### src/hdl/bclp_pkg.sv
// Package for the button click / long press detector.
// Holds the state and event codes, register indexes, register reset values and the
// configuration struct. It depends on nothing else.
package bclp_pkg;

  // Widths of the configuration registers and of the configuration port.
  localparam int unsigned DEBOUNCE_W = 20;
  localparam int unsigned LONG_W     = 26;
  localparam int unsigned REPEAT_W   = 24;
  localparam int unsigned CLICK_W    = 24;
  localparam int unsigned CFG_DATA_W = 32;
  localparam int unsigned CFG_IDX_W  = 2;

  // Register reset values, in microseconds.
  localparam logic [DEBOUNCE_W-1:0] DEBOUNCE_RESET = DEBOUNCE_W'(20000);
  localparam logic [LONG_W-1:0]     LONG_RESET     = LONG_W'(1000000);
  localparam logic [REPEAT_W-1:0]   REPEAT_RESET   = REPEAT_W'(500000);
  localparam logic [CLICK_W-1:0]    CLICK_RESET    = CLICK_W'(50000);

  // Machine states as reported on the result channel.
  typedef enum logic [1:0] {
    ST_IDLE     = 2'd0,
    ST_PRESSED  = 2'd1,
    ST_RELEASED = 2'd2,
    ST_WAIT_REL = 2'd3
  } state_t;

  // Event codes.
  typedef enum logic [1:0] {
    EV_NONE     = 2'd0,
    EV_CLICK    = 2'd1,
    EV_LONG     = 2'd2,
    EV_LONG_REL = 2'd3
  } event_t;

  // Configuration register indexes.
  typedef enum logic [CFG_IDX_W-1:0] {
    REG_DEBOUNCE = 2'd0,
    REG_LONG     = 2'd1,
    REG_REPEAT   = 2'd2,
    REG_CLICK    = 2'd3
  } reg_idx_t;

  // Current register contents, handed from the register file to the step logic.
  typedef struct packed {
    logic [DEBOUNCE_W-1:0] debounce_time_us;
    logic [LONG_W-1:0]     long_press_time_us;
    logic [REPEAT_W-1:0]   repeat_interval_us;
    logic [CLICK_W-1:0]    click_timeout_us;
  } cfg_t;

endpackage

### src/hdl/bclp_if.sv
// Channel interfaces of the button click / long press detector: samples in,
// events out and configuration writes. Depends on bclp_pkg.

// Poll sample channel.
interface bclp_sample_if #(
  parameter int unsigned TIME_BITS = 48
);
  logic                 valid;
  logic                 ready;
  logic                 pin_level;
  logic [TIME_BITS-1:0] time_stamp_us;

  modport source (output valid, output pin_level, output time_stamp_us, input ready);
  modport sink   (input valid, input pin_level, input time_stamp_us, output ready);
endinterface

// Result channel.
interface bclp_event_if;
  logic       valid;
  logic       ready;
  logic [1:0] button_event;
  logic [1:0] machine_state;

  modport source (output valid, output button_event, output machine_state, input ready);
  modport sink   (input valid, input button_event, input machine_state, output ready);
endinterface

// Configuration write channel.
interface bclp_cfg_if;
  logic                             valid;
  logic                             ready;
  logic [bclp_pkg::CFG_IDX_W-1:0]   reg_index;
  logic [bclp_pkg::CFG_DATA_W-1:0]  wr_data;

  modport source (output valid, output reg_index, output wr_data, input ready);
  modport sink   (input valid, input reg_index, input wr_data, output ready);
endinterface

### src/hdl/bclp_cfg.sv
// Configuration register file of the button click / long press detector.
// Depends on bclp_pkg and bclp_if.
module bclp_cfg (
  input  logic             clk,
  input  logic             rst,
  bclp_cfg_if.sink         cfg,
  output bclp_pkg::cfg_t   regs
);

  bclp_pkg::reg_idx_t idx;

  // Writes are always taken.
  assign cfg.ready = 1'b1;
  assign idx       = bclp_pkg::reg_idx_t'(cfg.reg_index);

  // Register write; only the low bits of the data word are kept.
  always_ff @(posedge clk) begin
    if (rst) begin
      regs.debounce_time_us   <= bclp_pkg::DEBOUNCE_RESET;
      regs.long_press_time_us <= bclp_pkg::LONG_RESET;
      regs.repeat_interval_us <= bclp_pkg::REPEAT_RESET;
      regs.click_timeout_us   <= bclp_pkg::CLICK_RESET;
    end else if (cfg.valid) begin
      unique case (idx)
        bclp_pkg::REG_DEBOUNCE:
          regs.debounce_time_us <= cfg.wr_data[bclp_pkg::DEBOUNCE_W-1:0];
        bclp_pkg::REG_LONG:
          regs.long_press_time_us <= cfg.wr_data[bclp_pkg::LONG_W-1:0];
        bclp_pkg::REG_REPEAT:
          regs.repeat_interval_us <= cfg.wr_data[bclp_pkg::REPEAT_W-1:0];
        bclp_pkg::REG_CLICK:
          regs.click_timeout_us <= cfg.wr_data[bclp_pkg::CLICK_W-1:0];
        default: ;
      endcase
    end
  end

endmodule

### src/hdl/bclp_step.sv
// Per-sample logic of the button click / long press detector: debounce timer,
// press state machine and event selection. Depends on bclp_pkg.
module bclp_step #(
  parameter int unsigned TIME_BITS = 48
) (
  input  logic                   clk,
  input  logic                   rst,
  input  logic                   advance,
  input  logic                   pin_level,
  input  logic [TIME_BITS-1:0]   now,
  input  bclp_pkg::cfg_t         regs,
  output bclp_pkg::event_t       button_event,
  output bclp_pkg::state_t       machine_state
);

  bclp_pkg::state_t     state, state_next, st1, st2;
  logic                 last_level, long_fired, click_pend;
  logic [TIME_BITS-1:0] deb_start, press_start, release_at, repeat_at;
  logic [TIME_BITS-1:0] deb_start_next, press_start_next, release_at_next, repeat_at_next;
  logic                 long_fired_next, click_pend_next;
  logic                 lf1, cp1, lf2, cp2;
  logic                 pressed, changed, stable;
  logic                 br_press, br_release, br_long_rel;
  logic                 long_hit, rep_hit, click_hit, restart;
  logic [TIME_BITS-1:0] e_deb, e_press, e_repeat, e_release;

  assign pressed = ~pin_level;
  assign changed = pressed != last_level;

  // Elapsed times; a timer restarted by this very sample reads zero.
  assign e_deb     = changed ? '0 : now - deb_start;
  assign stable    = e_deb >= TIME_BITS'(regs.debounce_time_us);
  assign e_press   = br_press ? '0 : now - press_start;
  assign e_repeat  = long_hit ? '0 : now - repeat_at;
  assign e_release = br_release ? '0 : now - release_at;

  // Debounced level changes acting on the machine.
  assign br_press    = stable && state == bclp_pkg::ST_IDLE && pressed;
  assign br_release  = stable && state == bclp_pkg::ST_PRESSED && !pressed;
  assign br_long_rel = stable && state == bclp_pkg::ST_WAIT_REL && !pressed;

  // Timer checks in the order they take effect within one sample.
  assign long_hit  = st1 == bclp_pkg::ST_PRESSED && !lf1 &&
                     e_press >= TIME_BITS'(regs.long_press_time_us);
  assign rep_hit   = st2 == bclp_pkg::ST_WAIT_REL && lf2 && pressed &&
                     e_repeat >= TIME_BITS'(regs.repeat_interval_us);
  assign click_hit = st2 == bclp_pkg::ST_IDLE && cp2 &&
                     e_release >= TIME_BITS'(regs.click_timeout_us);
  assign restart   = click_hit || br_long_rel;

  // Machine after a debounced level change.
  always_comb begin
    st1 = state;
    lf1 = long_fired;
    cp1 = click_pend;
    if (br_press) begin
      st1 = bclp_pkg::ST_PRESSED;
      lf1 = 1'b0;
      cp1 = 1'b1;
    end else if (br_release) begin
      st1 = long_fired ? bclp_pkg::ST_RELEASED : bclp_pkg::ST_IDLE;
    end else if (br_long_rel) begin
      st1 = bclp_pkg::ST_IDLE;
      lf1 = 1'b0;
      cp1 = 1'b0;
    end
  end

  // Machine after the first long press check.
  assign st2 = long_hit ? bclp_pkg::ST_WAIT_REL : st1;
  assign lf2 = long_hit | lf1;
  assign cp2 = long_hit ? 1'b0 : cp1;

  // Next state and timer values.
  always_comb begin
    state_next       = restart ? bclp_pkg::ST_IDLE : st2;
    long_fired_next  = restart ? 1'b0 : lf2;
    click_pend_next  = restart ? 1'b0 : cp2;
    press_start_next = restart ? '0 : (br_press ? now : press_start);
    release_at_next  = restart ? '0 : (br_release ? now : release_at);
    repeat_at_next   = restart ? '0 : ((long_hit || rep_hit) ? now : repeat_at);
    deb_start_next   = (changed || restart) ? now : deb_start;
  end

  // Result of this sample; the last event raised wins.
  always_comb begin
    if (click_hit) begin
      button_event = bclp_pkg::EV_CLICK;
    end else if (long_hit || rep_hit) begin
      button_event = bclp_pkg::EV_LONG;
    end else if (br_long_rel) begin
      button_event = bclp_pkg::EV_LONG_REL;
    end else begin
      button_event = bclp_pkg::EV_NONE;
    end
    machine_state = state_next;
  end

  // Machine registers, updated once per processed sample.
  always_ff @(posedge clk) begin
    if (rst) begin
      state       <= bclp_pkg::ST_IDLE;
      last_level  <= 1'b0;
      long_fired  <= 1'b0;
      click_pend  <= 1'b0;
      deb_start   <= '0;
      press_start <= '0;
      release_at  <= '0;
      repeat_at   <= '0;
    end else if (advance) begin
      state       <= state_next;
      last_level  <= pressed;
      long_fired  <= long_fired_next;
      click_pend  <= click_pend_next;
      deb_start   <= deb_start_next;
      press_start <= press_start_next;
      release_at  <= release_at_next;
      repeat_at   <= repeat_at_next;
    end
  end

endmodule

### src/hdl/button_click_long_press_detector_unit.sv
// Button click / long press detector, top level.
// Depends on bclp_pkg, bclp_if, bclp_cfg and bclp_step.
//
// Usage:
//   samples : one poll sample per word, the raw active-low pin level and a free
//             running microsecond time stamp that wraps at TIME_BITS bits.
//   events  : exactly one word per sample, the event (none, single click,
//             long press, long release) and the machine state after it.
//   cfg     : register writes (debounce, long press, repeat, click timeout),
//             always taken at once; write only while no sample is in flight.
// A sample passes the sample register, then the result register, to events.
// Throughput: one sample per cycle unless stalled; the whole per-sample
// update is a single pass of compare and subtract logic between the sample
// and result registers, fed back into the machine state the same cycle.
// Stalls: while events.ready is low the result register holds and one further
// sample is still taken into the sample register, after which samples.ready
// drops until the result is taken.
// Reset (rst, synchronous): machine idle, all timers zero, registers at their
// defaults, both channel registers empty.
module button_click_long_press_detector_unit #(
  parameter int unsigned TIME_BITS = 48
) (
  input  logic             clk,
  input  logic             rst,
  bclp_sample_if.sink      samples,
  bclp_event_if.source     events,
  bclp_cfg_if.sink         cfg
);

  bclp_pkg::cfg_t       regs;
  bclp_pkg::event_t     ev_next;
  bclp_pkg::state_t     st_next;
  logic                 smp_valid, smp_pin;
  logic [TIME_BITS-1:0] smp_time;
  logic                 res_valid;
  logic [1:0]           res_event, res_state;
  logic                 res_free, advance;

  // Handshake control.
  assign res_free      = !res_valid || events.ready;
  assign advance       = smp_valid && res_free;
  assign samples.ready = !smp_valid || res_free;

  bclp_cfg u_cfg (
    .clk  (clk),
    .rst  (rst),
    .cfg  (cfg),
    .regs (regs)
  );

  bclp_step #(
    .TIME_BITS (TIME_BITS)
  ) u_step (
    .clk           (clk),
    .rst           (rst),
    .advance       (advance),
    .pin_level     (smp_pin),
    .now           (smp_time),
    .regs          (regs),
    .button_event  (ev_next),
    .machine_state (st_next)
  );

  // Sample register.
  always_ff @(posedge clk) begin
    if (rst) begin
      smp_valid <= 1'b0;
    end else if (samples.ready) begin
      smp_valid <= samples.valid;
    end
  end

  always_ff @(posedge clk) begin
    if (samples.ready && samples.valid) begin
      smp_pin  <= samples.pin_level;
      smp_time <= samples.time_stamp_us;
    end
  end

  // Result register.
  always_ff @(posedge clk) begin
    if (rst) begin
      res_valid <= 1'b0;
    end else if (res_free) begin
      res_valid <= smp_valid;
    end
  end

  always_ff @(posedge clk) begin
    if (advance) begin
      res_event <= 2'(ev_next);
      res_state <= 2'(st_next);
    end
  end

  assign events.valid         = res_valid;
  assign events.button_event  = res_event;
  assign events.machine_state = res_state;

endmodule

### src/flat_wrapper.sv
// flat-port wrapper written by rule: the top's interface ports become plain ports
module button_click_long_press_detector_unit_flat 
#(
  parameter int unsigned TIME_BITS = 48
)
  (clk, rst, samples_valid, samples_pin_level, samples_time_stamp_us, samples_ready, events_valid, events_button_event, events_machine_state, events_ready, cfg_valid, cfg_reg_index, cfg_wr_data, cfg_ready);
  bclp_sample_if #(.TIME_BITS(TIME_BITS)) samples_i ();
  bclp_event_if events_i ();
  bclp_cfg_if cfg_i ();
  input  logic clk;
  input  logic rst;
  input wire logic [$bits(samples_i.valid)-1:0] samples_valid;
  input wire logic [$bits(samples_i.pin_level)-1:0] samples_pin_level;
  input wire logic [$bits(samples_i.time_stamp_us)-1:0] samples_time_stamp_us;
  output wire logic [$bits(samples_i.ready)-1:0] samples_ready;
  output wire logic [$bits(events_i.valid)-1:0] events_valid;
  output wire logic [$bits(events_i.button_event)-1:0] events_button_event;
  output wire logic [$bits(events_i.machine_state)-1:0] events_machine_state;
  input wire logic [$bits(events_i.ready)-1:0] events_ready;
  input wire logic [$bits(cfg_i.valid)-1:0] cfg_valid;
  input wire logic [$bits(cfg_i.reg_index)-1:0] cfg_reg_index;
  input wire logic [$bits(cfg_i.wr_data)-1:0] cfg_wr_data;
  output wire logic [$bits(cfg_i.ready)-1:0] cfg_ready;
  assign samples_i.valid = samples_valid;
  assign samples_i.pin_level = samples_pin_level;
  assign samples_i.time_stamp_us = samples_time_stamp_us;
  assign samples_ready = samples_i.ready;
  assign events_valid = events_i.valid;
  assign events_button_event = events_i.button_event;
  assign events_machine_state = events_i.machine_state;
  assign events_i.ready = events_ready;
  assign cfg_i.valid = cfg_valid;
  assign cfg_i.reg_index = cfg_reg_index;
  assign cfg_i.wr_data = cfg_wr_data;
  assign cfg_ready = cfg_i.ready;
  button_click_long_press_detector_unit #(.TIME_BITS(TIME_BITS)) u_core (.clk(clk), .rst(rst), .samples(samples_i), .events(events_i), .cfg(cfg_i));
endmodule
### config.mk
export PLATFORM = sky130hd
export DESIGN_NAME = button_click_long_press_detector_unit_flat
export DESIGN_NICKNAME = d
export VERILOG_FILES = /design/src/hdl/bclp_pkg.sv /design/src/hdl/bclp_if.sv /design/src/hdl/bclp_cfg.sv /design/src/hdl/bclp_step.sv /design/src/hdl/button_click_long_press_detector_unit.sv /design/src/flat_wrapper.sv
export SDC_FILE = /design/constraint.sdc
export NUM_CORES = 1
export LEC_CHECK = 0
export BUFFER_PORTS_ARGS = -buffer_cell sky130_fd_sc_hd__buf_4
export CAP_MARGIN = 0
export CORE_AREA = 2 2 233 235
export CTS_CLUSTER_SIZE = 12
export DETAILED_ROUTE_END_ITERATION = 8
export DIE_AREA = 0 0 235 237
export PLACE_DENSITY = 0.75
export SETUP_SLACK_MARGIN = 0.02
export SLEW_MARGIN = 20
export SYNTH_ARGS = -nofsm -noshare
export SYNTH_HDL_FRONTEND = slang
export SYNTH_SLANG_ARGS = --single-unit
### constraint.sdc
create_clock -name clk -period 14.95 [get_ports clk]
set_input_delay 0.7475 -clock clk [delete_from_list [all_inputs] [get_ports clk]]
set_output_delay 0.7475 -clock clk [all_outputs]
set_load 0.05 [all_outputs]
**After elaboration in Yosys (flattened, before gate mapping)**

Index checks and enable logic that the tools add are counted.

- Word-level logic and storage cells: 100
- Bits in registers: 346

- Reductions and logical operators: 37
- Mux-type cells: 27
- $add $sub $neg: 4
- Order comparisons: 4
- Bitwise gates (word level): 2
- Eq/ne operators: 8

Operator list:

| kind | count |
|---|---|
| 48-bit 2-to-1 mux | 10 |
| 48-bit subtractor | 4 |
| 48-bit by 24-bit greater-or-equal comparator with 1-bit output | 2 |
| 48-bit by 20-bit greater-or-equal comparator with 1-bit output | 1 |
| 48-bit by 26-bit greater-or-equal comparator with 1-bit output | 1 |
| 2-bit 2-to-1 mux | 8 |
| 2-bit AND reduction | 8 |
| 1-bit logical AND | 15 |
| 1-bit 2-to-1 mux | 9 |
| 2-bit equality test (second input constant) | 4 |
| 2-bit by 1-bit equality test with 1-bit output (second input constant) | 3 |
| 2-bit logical NOT | 3 |
| 2-bit nonzero test | 3 |
| 1-bit logical OR | 5 |
| 1-bit logical NOT | 3 |
| 1-bit inequality test | 1 |
| 1-bit NOT | 1 |
| 1-bit OR | 1 |

**Logic depth before layout (Yosys ltp)**

- Depth after elaboration: 20
- Mapped depth: 56
- Depth with buffers taken out: 50

**Hierarchy**

From an unflattened synthesis, not the netlist that was laid out.

- Cell total of the unflattened synthesis: 3765
- Area total of the unflattened synthesis: 29702.2 um^2

Modules (own cells, without submodules):

| module | times used | cells each | sequential area each (um^2) | area an instance (um^2) |
|---|---|---|---|---|
| bclp_step | 1 | 3344 | 3943.8 | 24219.5 |
| bclp_cfg | 1 | 358 | 1881.8 | 3787.4 |
| button_click_long_press_detector_unit | 1 | 63 | 1631.6 | 1695.4 |

**Worst setup path after synthesis**

OpenSTA, ideal clock, no wires.

- Kind: register to register
- Start point: register u_core.smp_time[0]
- End point: register u_core.u_step.repeat_at[27]
- Stages on the path, launching flop included: 54
- Setup slack: 4.297 ns
- Arrival time: 10.536 ns
- Period minus slack after synthesis: 10.653 ns
- Setup time: 0.117 ns
- Cells stage by stage: edfxtp_1 inv_1 ha_1 inv_1 fa_1 a211oi_1 o21ai_0 nand4_1 nand4b_1 xnor2_1 nor2_1 ha_1 a21o_1 a21oi_1 o211ai_1 o31a_1 a2111oi_0 nand4_1 (+18 left out) clkbuf_1 buf_1 nor2_1 ha_1 a21oi_1 o221ai_1 a311o_1 nor3_1 o21ai_0 nor4_1 nand4_1 a2111oi_0 and4_1 nor4_1 o211a_2 buf_2 buf_1 a32o_1

- Cells in the longest elaborated chain, start to end: 19
- Elaborated cells on any way between the ends: 46
- Those cells by class: add/sub (4); order compare (4); eq/ne (2); mux (16); bitwise (1); reduce/logical (19)

RTL lines:

| element | RTL line | source |
|---|---|---|
| start, declared | button_click_long_press_detector_unit.sv:34 | `logic [TIME_BITS-1:0] smp_time;` |
| start signal, assigned | button_click_long_press_detector_unit.sv:76 | `smp_time <= samples.time_stamp_us;` |
| branches (longest 19 deep; another with 48-bit subtractor) | -- |  |
| end signal, assigned | bclp_step.sv:118 | `repeat_at <= repeat_at_next;` |
| end, declared | bclp_step.sv:18 | `logic [TIME_BITS-1:0] deb_start, press_start, release_at, repeat_at;` |

Several ways; the timed one is not identified.
A chain may end at the register's enable or synchronous reset.

**Final worst setup path**

- Start point: register u_core.smp_time[0]
- End point: register u_core.u_step.repeat_at[23]

The elaborated chain is that of the path after synthesis.

==> run metrics <==
total setup buffers inserted after CTS 0; critical path's most frequent cell sky130_fd_sc_hd__nand4_1; number of sinks on the clock net between 300 and 400; Max FO, Critical Path 48; clock transition at the register clock pins on the worst setup and hold paths after CTS approximately 0.060 ns; critical path class flop to flop; sum of buffers and inverters on the critical path 5; number of hold buffers added after cts 0; Min Hold Slack 0.345 ns; data arrival time of the critical path 14.27 ns; setup repair after global routing missed its margin false; dominant cell by count in the synthesized netlist sky130_fd_sc_hd__nand2_1; Synth Flop Type sky130_fd_sc_hd__dfxtp_1; final number of max-transition violations 0; worst vdd ir about 0.099 mV; sum of net half-perimeters after detailed placement approximately 66 mm; required time of the critical path 15.45 ns; Iter 0 DRT Violations 2,384; Post-Syn Instances between 3,000 and 4,000; slowest cell on the critical path sky130_fd_sc_hd__a2111oi_4; post-detailed-route via-to-cell ratio ~6.3; Post-Synthesis Mean Instance Area 7.68 um2; later-pin clock latency in the skew report around 0.58 ns; nets@finish 4,031; total grt overflow 0; synthesized netlist net count between 4,000 and 5,000; final standard cell utilization of the core around 58%; number of global-route vias before repair about 26,000; Post-synth EDFFs 53; portion of synthesized cell area occupied by the leading cell type about a fifth; worst slew pin tran between 1 and 1.5 ns; Max Freq ~73 MHz; kind of launch point of the worst setup path flop; maximum buffer depth of the clock tree 3; synth cell count leaders sky130_fd_sc_hd__nand2_1 (429), sky130_fd_sc_hd__a21oi_1 (369), sky130_fd_sc_hd__inv_1 (334), sky130_fd_sc_hd__dfxtp_1 (293), sky130_fd_sc_hd__ha_1 (282); register area share after synthesis 26.3%; headroom to the max-slew limit ~7.7%; Yosys warning count 0; vias post-DR 27,800; Die Span X 235 um; count of distinct cell types in the synthesized netlist 91; count of endpoints failing hold in the final timing report 0; post-synthesis cell area roughly 28,000 um2; weighted congestion reported at the end of routability-driven placement between 0.9 and 1; Async SR Flop Fraction 0%; clock skew roughly 0.028 ns; met1 routing resource usage after global routing roughly 40%; share of the clock period used by the worst path 92.1%; # Max-Cap Violations 0; largest net degree at the start of global routing ~130; number of placed I/O pins between 90 and 100; delay of the slowest cell on the worst path about 0.63 ns; overall routing resource usage between 30% and 40%; Total Neg Setup Slack 0 ns; clock tree from TritonCTS built; first-pass GRT wire length 137 mm; number of iterations in the first detailed-routing pass 6; number of design rule violations left after detail routing 0; status completed; antenna-violating nets left 0; area growth from synthesis to layout 8.01%; Leak Pwr ~11 nW; register bit total from synthesis approximately 350; Power per Cell Area approximately 93 nW/um2; dominant cells by area after synthesis sky130_fd_sc_hd__dfxtp_1 (21%), sky130_fd_sc_hd__ha_1 (12%), sky130_fd_sc_hd__a21oi_1 (6.5%); H-tree depth 2; CP endpoint kind flop; wirelength, routed slightly below 90 mm; Resized cells post-CTS 0; initial core utilization between 50% and 60%; largest area contributor in the synthesized netlist sky130_fd_sc_hd__dfxtp_1; layout cell share with drive strength beyond 1 about 7%; antenna violations before repair 2; Placement Rows 85; M3 GR Usage around 4.3%; count of input and output buffers 87; Std-Cell Core Area 53,300 um2; final worst path period need ~14 ns; met2 track demand over resource between 40% and 50%; average detailed-routed wire length per instance just under 20 um; GRT Max-Usage Layer met2; Worst Hold Class input port to flop; CTS Buf Count 38; die area between 50,000 and 60,000 um2; clk root buf sky130_fd_sc_hd__clkbuf_16; Die Y-Extent between 200 and 250 um; Final setup violation count 0; dominant delay contributor by cell family on the critical path compound AO/OA/AOI/OAI gates; Filler cells between 4,000 and 5,000
## layout make-up
type / count / area, um2 / area share [%]
Antenna cell: 2 / 5.00 / 0.0163
Clock buffer: 57 / 1050 / 3.43
Clock inverter: 11 / 125 / 0.408
Inverter: 334 / 1260 / 4.10
Multi-Input combinational cell: 2801 / 18900 / 61.6
Sequential cell: 346 / 7460 / 24.3
Tap cell: 696 / 871 / 2.84
Timing Repair Buffer: 136 / 1020 / 3.33
## power by group
part,total [mW],switching [mW],internal (mW)
clock network,0.912,0.401,0.511
logic,0.935,0.583,0.351
registers,1.02,0.0308,0.986
## sequential cells by signal (all words and copies together), names as in the netlist
| register | cells |
|---|---|
| u_core.u_cfg.regs | 94 |
| u_core.smp_time | 48 |
| u_core.u_step.deb_start | 48 |
| u_core.u_step.press_start | 48 |
| u_core.u_step.release_at | 48 |
| u_core.u_step.repeat_at | 48 |
| u_core.events.button_event | 2 |
| u_core.events.machine_state | 2 |
| u_core.u_step.state | 2 |
| u_core.events.valid | 1 |
| u_core.smp_pin | 1 |
| u_core.smp_valid | 1 |
| u_core.u_step.click_pend | 1 |
| u_core.u_step.last_level | 1 |
| u_core.u_step.long_fired | 1 |
## per-stage QoR
stage          cell area [um2]  cells  power (mW)  setup slack [ns]
3_5_place_dp             29500   4313        1.95              1.50
5_1_grt                  30700   4381        3.01             0.666
6_report                 30700   4383        2.86              1.18
3_3_place_gp             29500   4313        1.94              1.60
2_1_floorplan            28400   3696        1.70              4.30
4_1_cts                  30700   4381        2.86              1.46
## path summary, 6_finish.rpt
path                                           start                                       end  slack (ns)  depth (start not counted)
setup / recovery        u_core.smp_time[0]$_DFFE_PP_  u_core.u_step.repeat_at[23]$_SDFFE_PP0P_        1.18                         50
setup reg to reg        u_core.smp_time[0]$_DFFE_PP_  u_core.u_step.repeat_at[23]$_SDFFE_PP0P_        1.18                         50
hold reg to reg   u_core.u_cfg.regs[34]$_SDFFE_PP0P_        u_core.u_cfg.regs[34]$_SDFFE_PP0P_        0.45                          2
hold / removal             samples_time_stamp_us[43]             u_core.smp_time[43]$_DFFE_PP_        0.35                          1
## layer usage
layer	vias to the layer above	share of wire (%)
met5	-	0
met4	0	4.1
met3	190	6.9
met2	956	45
met1	13100	44
li1	13500	-
## kinds of logic (layout without fill, tap and decap cells)
| family | Yosys count | in the layout | share of synthesized area (%) |
|---|---|---|---|
| flops | 346 | 346 | 26.3 |
| other cells | 1 | 3 | 0.0132 |
| fa+ha+maj | 286 | 286 | 12.7 |
| xor+xnor | 116 | 116 | 3.58 |
| simple gates | 1120 | 1120 | 18.7 |
| buf+inv | 549 | 538 | 7.57 |
| compound gates | 1209 | 1209 | 28.7 |
| mux | 69 | 69 | 2.46 |
## cells in the final DEF, fill, tap and decap left out, types with 10 or more instances in the layout
| master | Yosys | routed |
|---|---|---|
| sky130_fd_sc_hd__xnor2_1 | 77 | 76 |
| sky130_fd_sc_hd__and3_1 | 21 | 19 |
| sky130_fd_sc_hd__a21oi_1 | 369 | 369 |
| sky130_fd_sc_hd__a211oi_1 | 37 | 37 |
| sky130_fd_sc_hd__xor2_1 | 39 | 39 |
| sky130_fd_sc_hd__clkbuf_1 | 172 | 16 |
| sky130_fd_sc_hd__a21o_1 | 77 | 77 |
| sky130_fd_sc_hd__or3_1 | 28 | 28 |
| sky130_fd_sc_hd__and4_1 | 15 | 15 |
| sky130_fd_sc_hd__nor2b_1 | 27 | 26 |
| sky130_fd_sc_hd__a211o_1 | 10 | 10 |
| sky130_fd_sc_hd__buf_4 | 5 | 136 |
| sky130_fd_sc_hd__or2_2 | 16 | 16 |
| sky130_fd_sc_hd__nor2_1 | 235 | 233 |
| sky130_fd_sc_hd__nand3_1 | 50 | 50 |
| sky130_fd_sc_hd__o2111ai_1 | 16 | 16 |
| sky130_fd_sc_hd__o22ai_1 | 13 | 13 |
| sky130_fd_sc_hd__nor4_1 | 19 | 19 |
| sky130_fd_sc_hd__a31oi_1 | 24 | 24 |
| sky130_fd_sc_hd__clkbuf_16 | 0 | 38 |
| sky130_fd_sc_hd__dfxtp_1 | 293 | 293 |
| sky130_fd_sc_hd__mux2i_1 | 62 | 62 |
| sky130_fd_sc_hd__edfxtp_1 | 53 | 53 |
| sky130_fd_sc_hd__o211ai_1 | 65 | 65 |
| sky130_fd_sc_hd__a221oi_1 | 10 | 10 |
| sky130_fd_sc_hd__o21ai_0 | 209 | 209 |
| sky130_fd_sc_hd__nor3_1 | 73 | 71 |
| sky130_fd_sc_hd__ha_1 | 282 | 282 |
| sky130_fd_sc_hd__nand2_1 | 429 | 429 |
| sky130_fd_sc_hd__a32o_1 | 96 | 96 |
| sky130_fd_sc_hd__o21a_1 | 40 | 40 |
| sky130_fd_sc_hd__a2111oi_0 | 24 | 24 |
| sky130_fd_sc_hd__inv_1 | 334 | 333 |
| sky130_fd_sc_hd__o311ai_0 | 51 | 51 |
| sky130_fd_sc_hd__nand4_1 | 124 | 124 |
| sky130_fd_sc_hd__and2_1 | 18 | 17 |
| sky130_fd_sc_hd__o21bai_1 | 25 | 25 |
| sky130_fd_sc_hd__o31ai_1 | 18 | 17 |
| sky130_fd_sc_hd__nand2b_1 | 31 | 31 |
(Power assumes the default switching activity.)
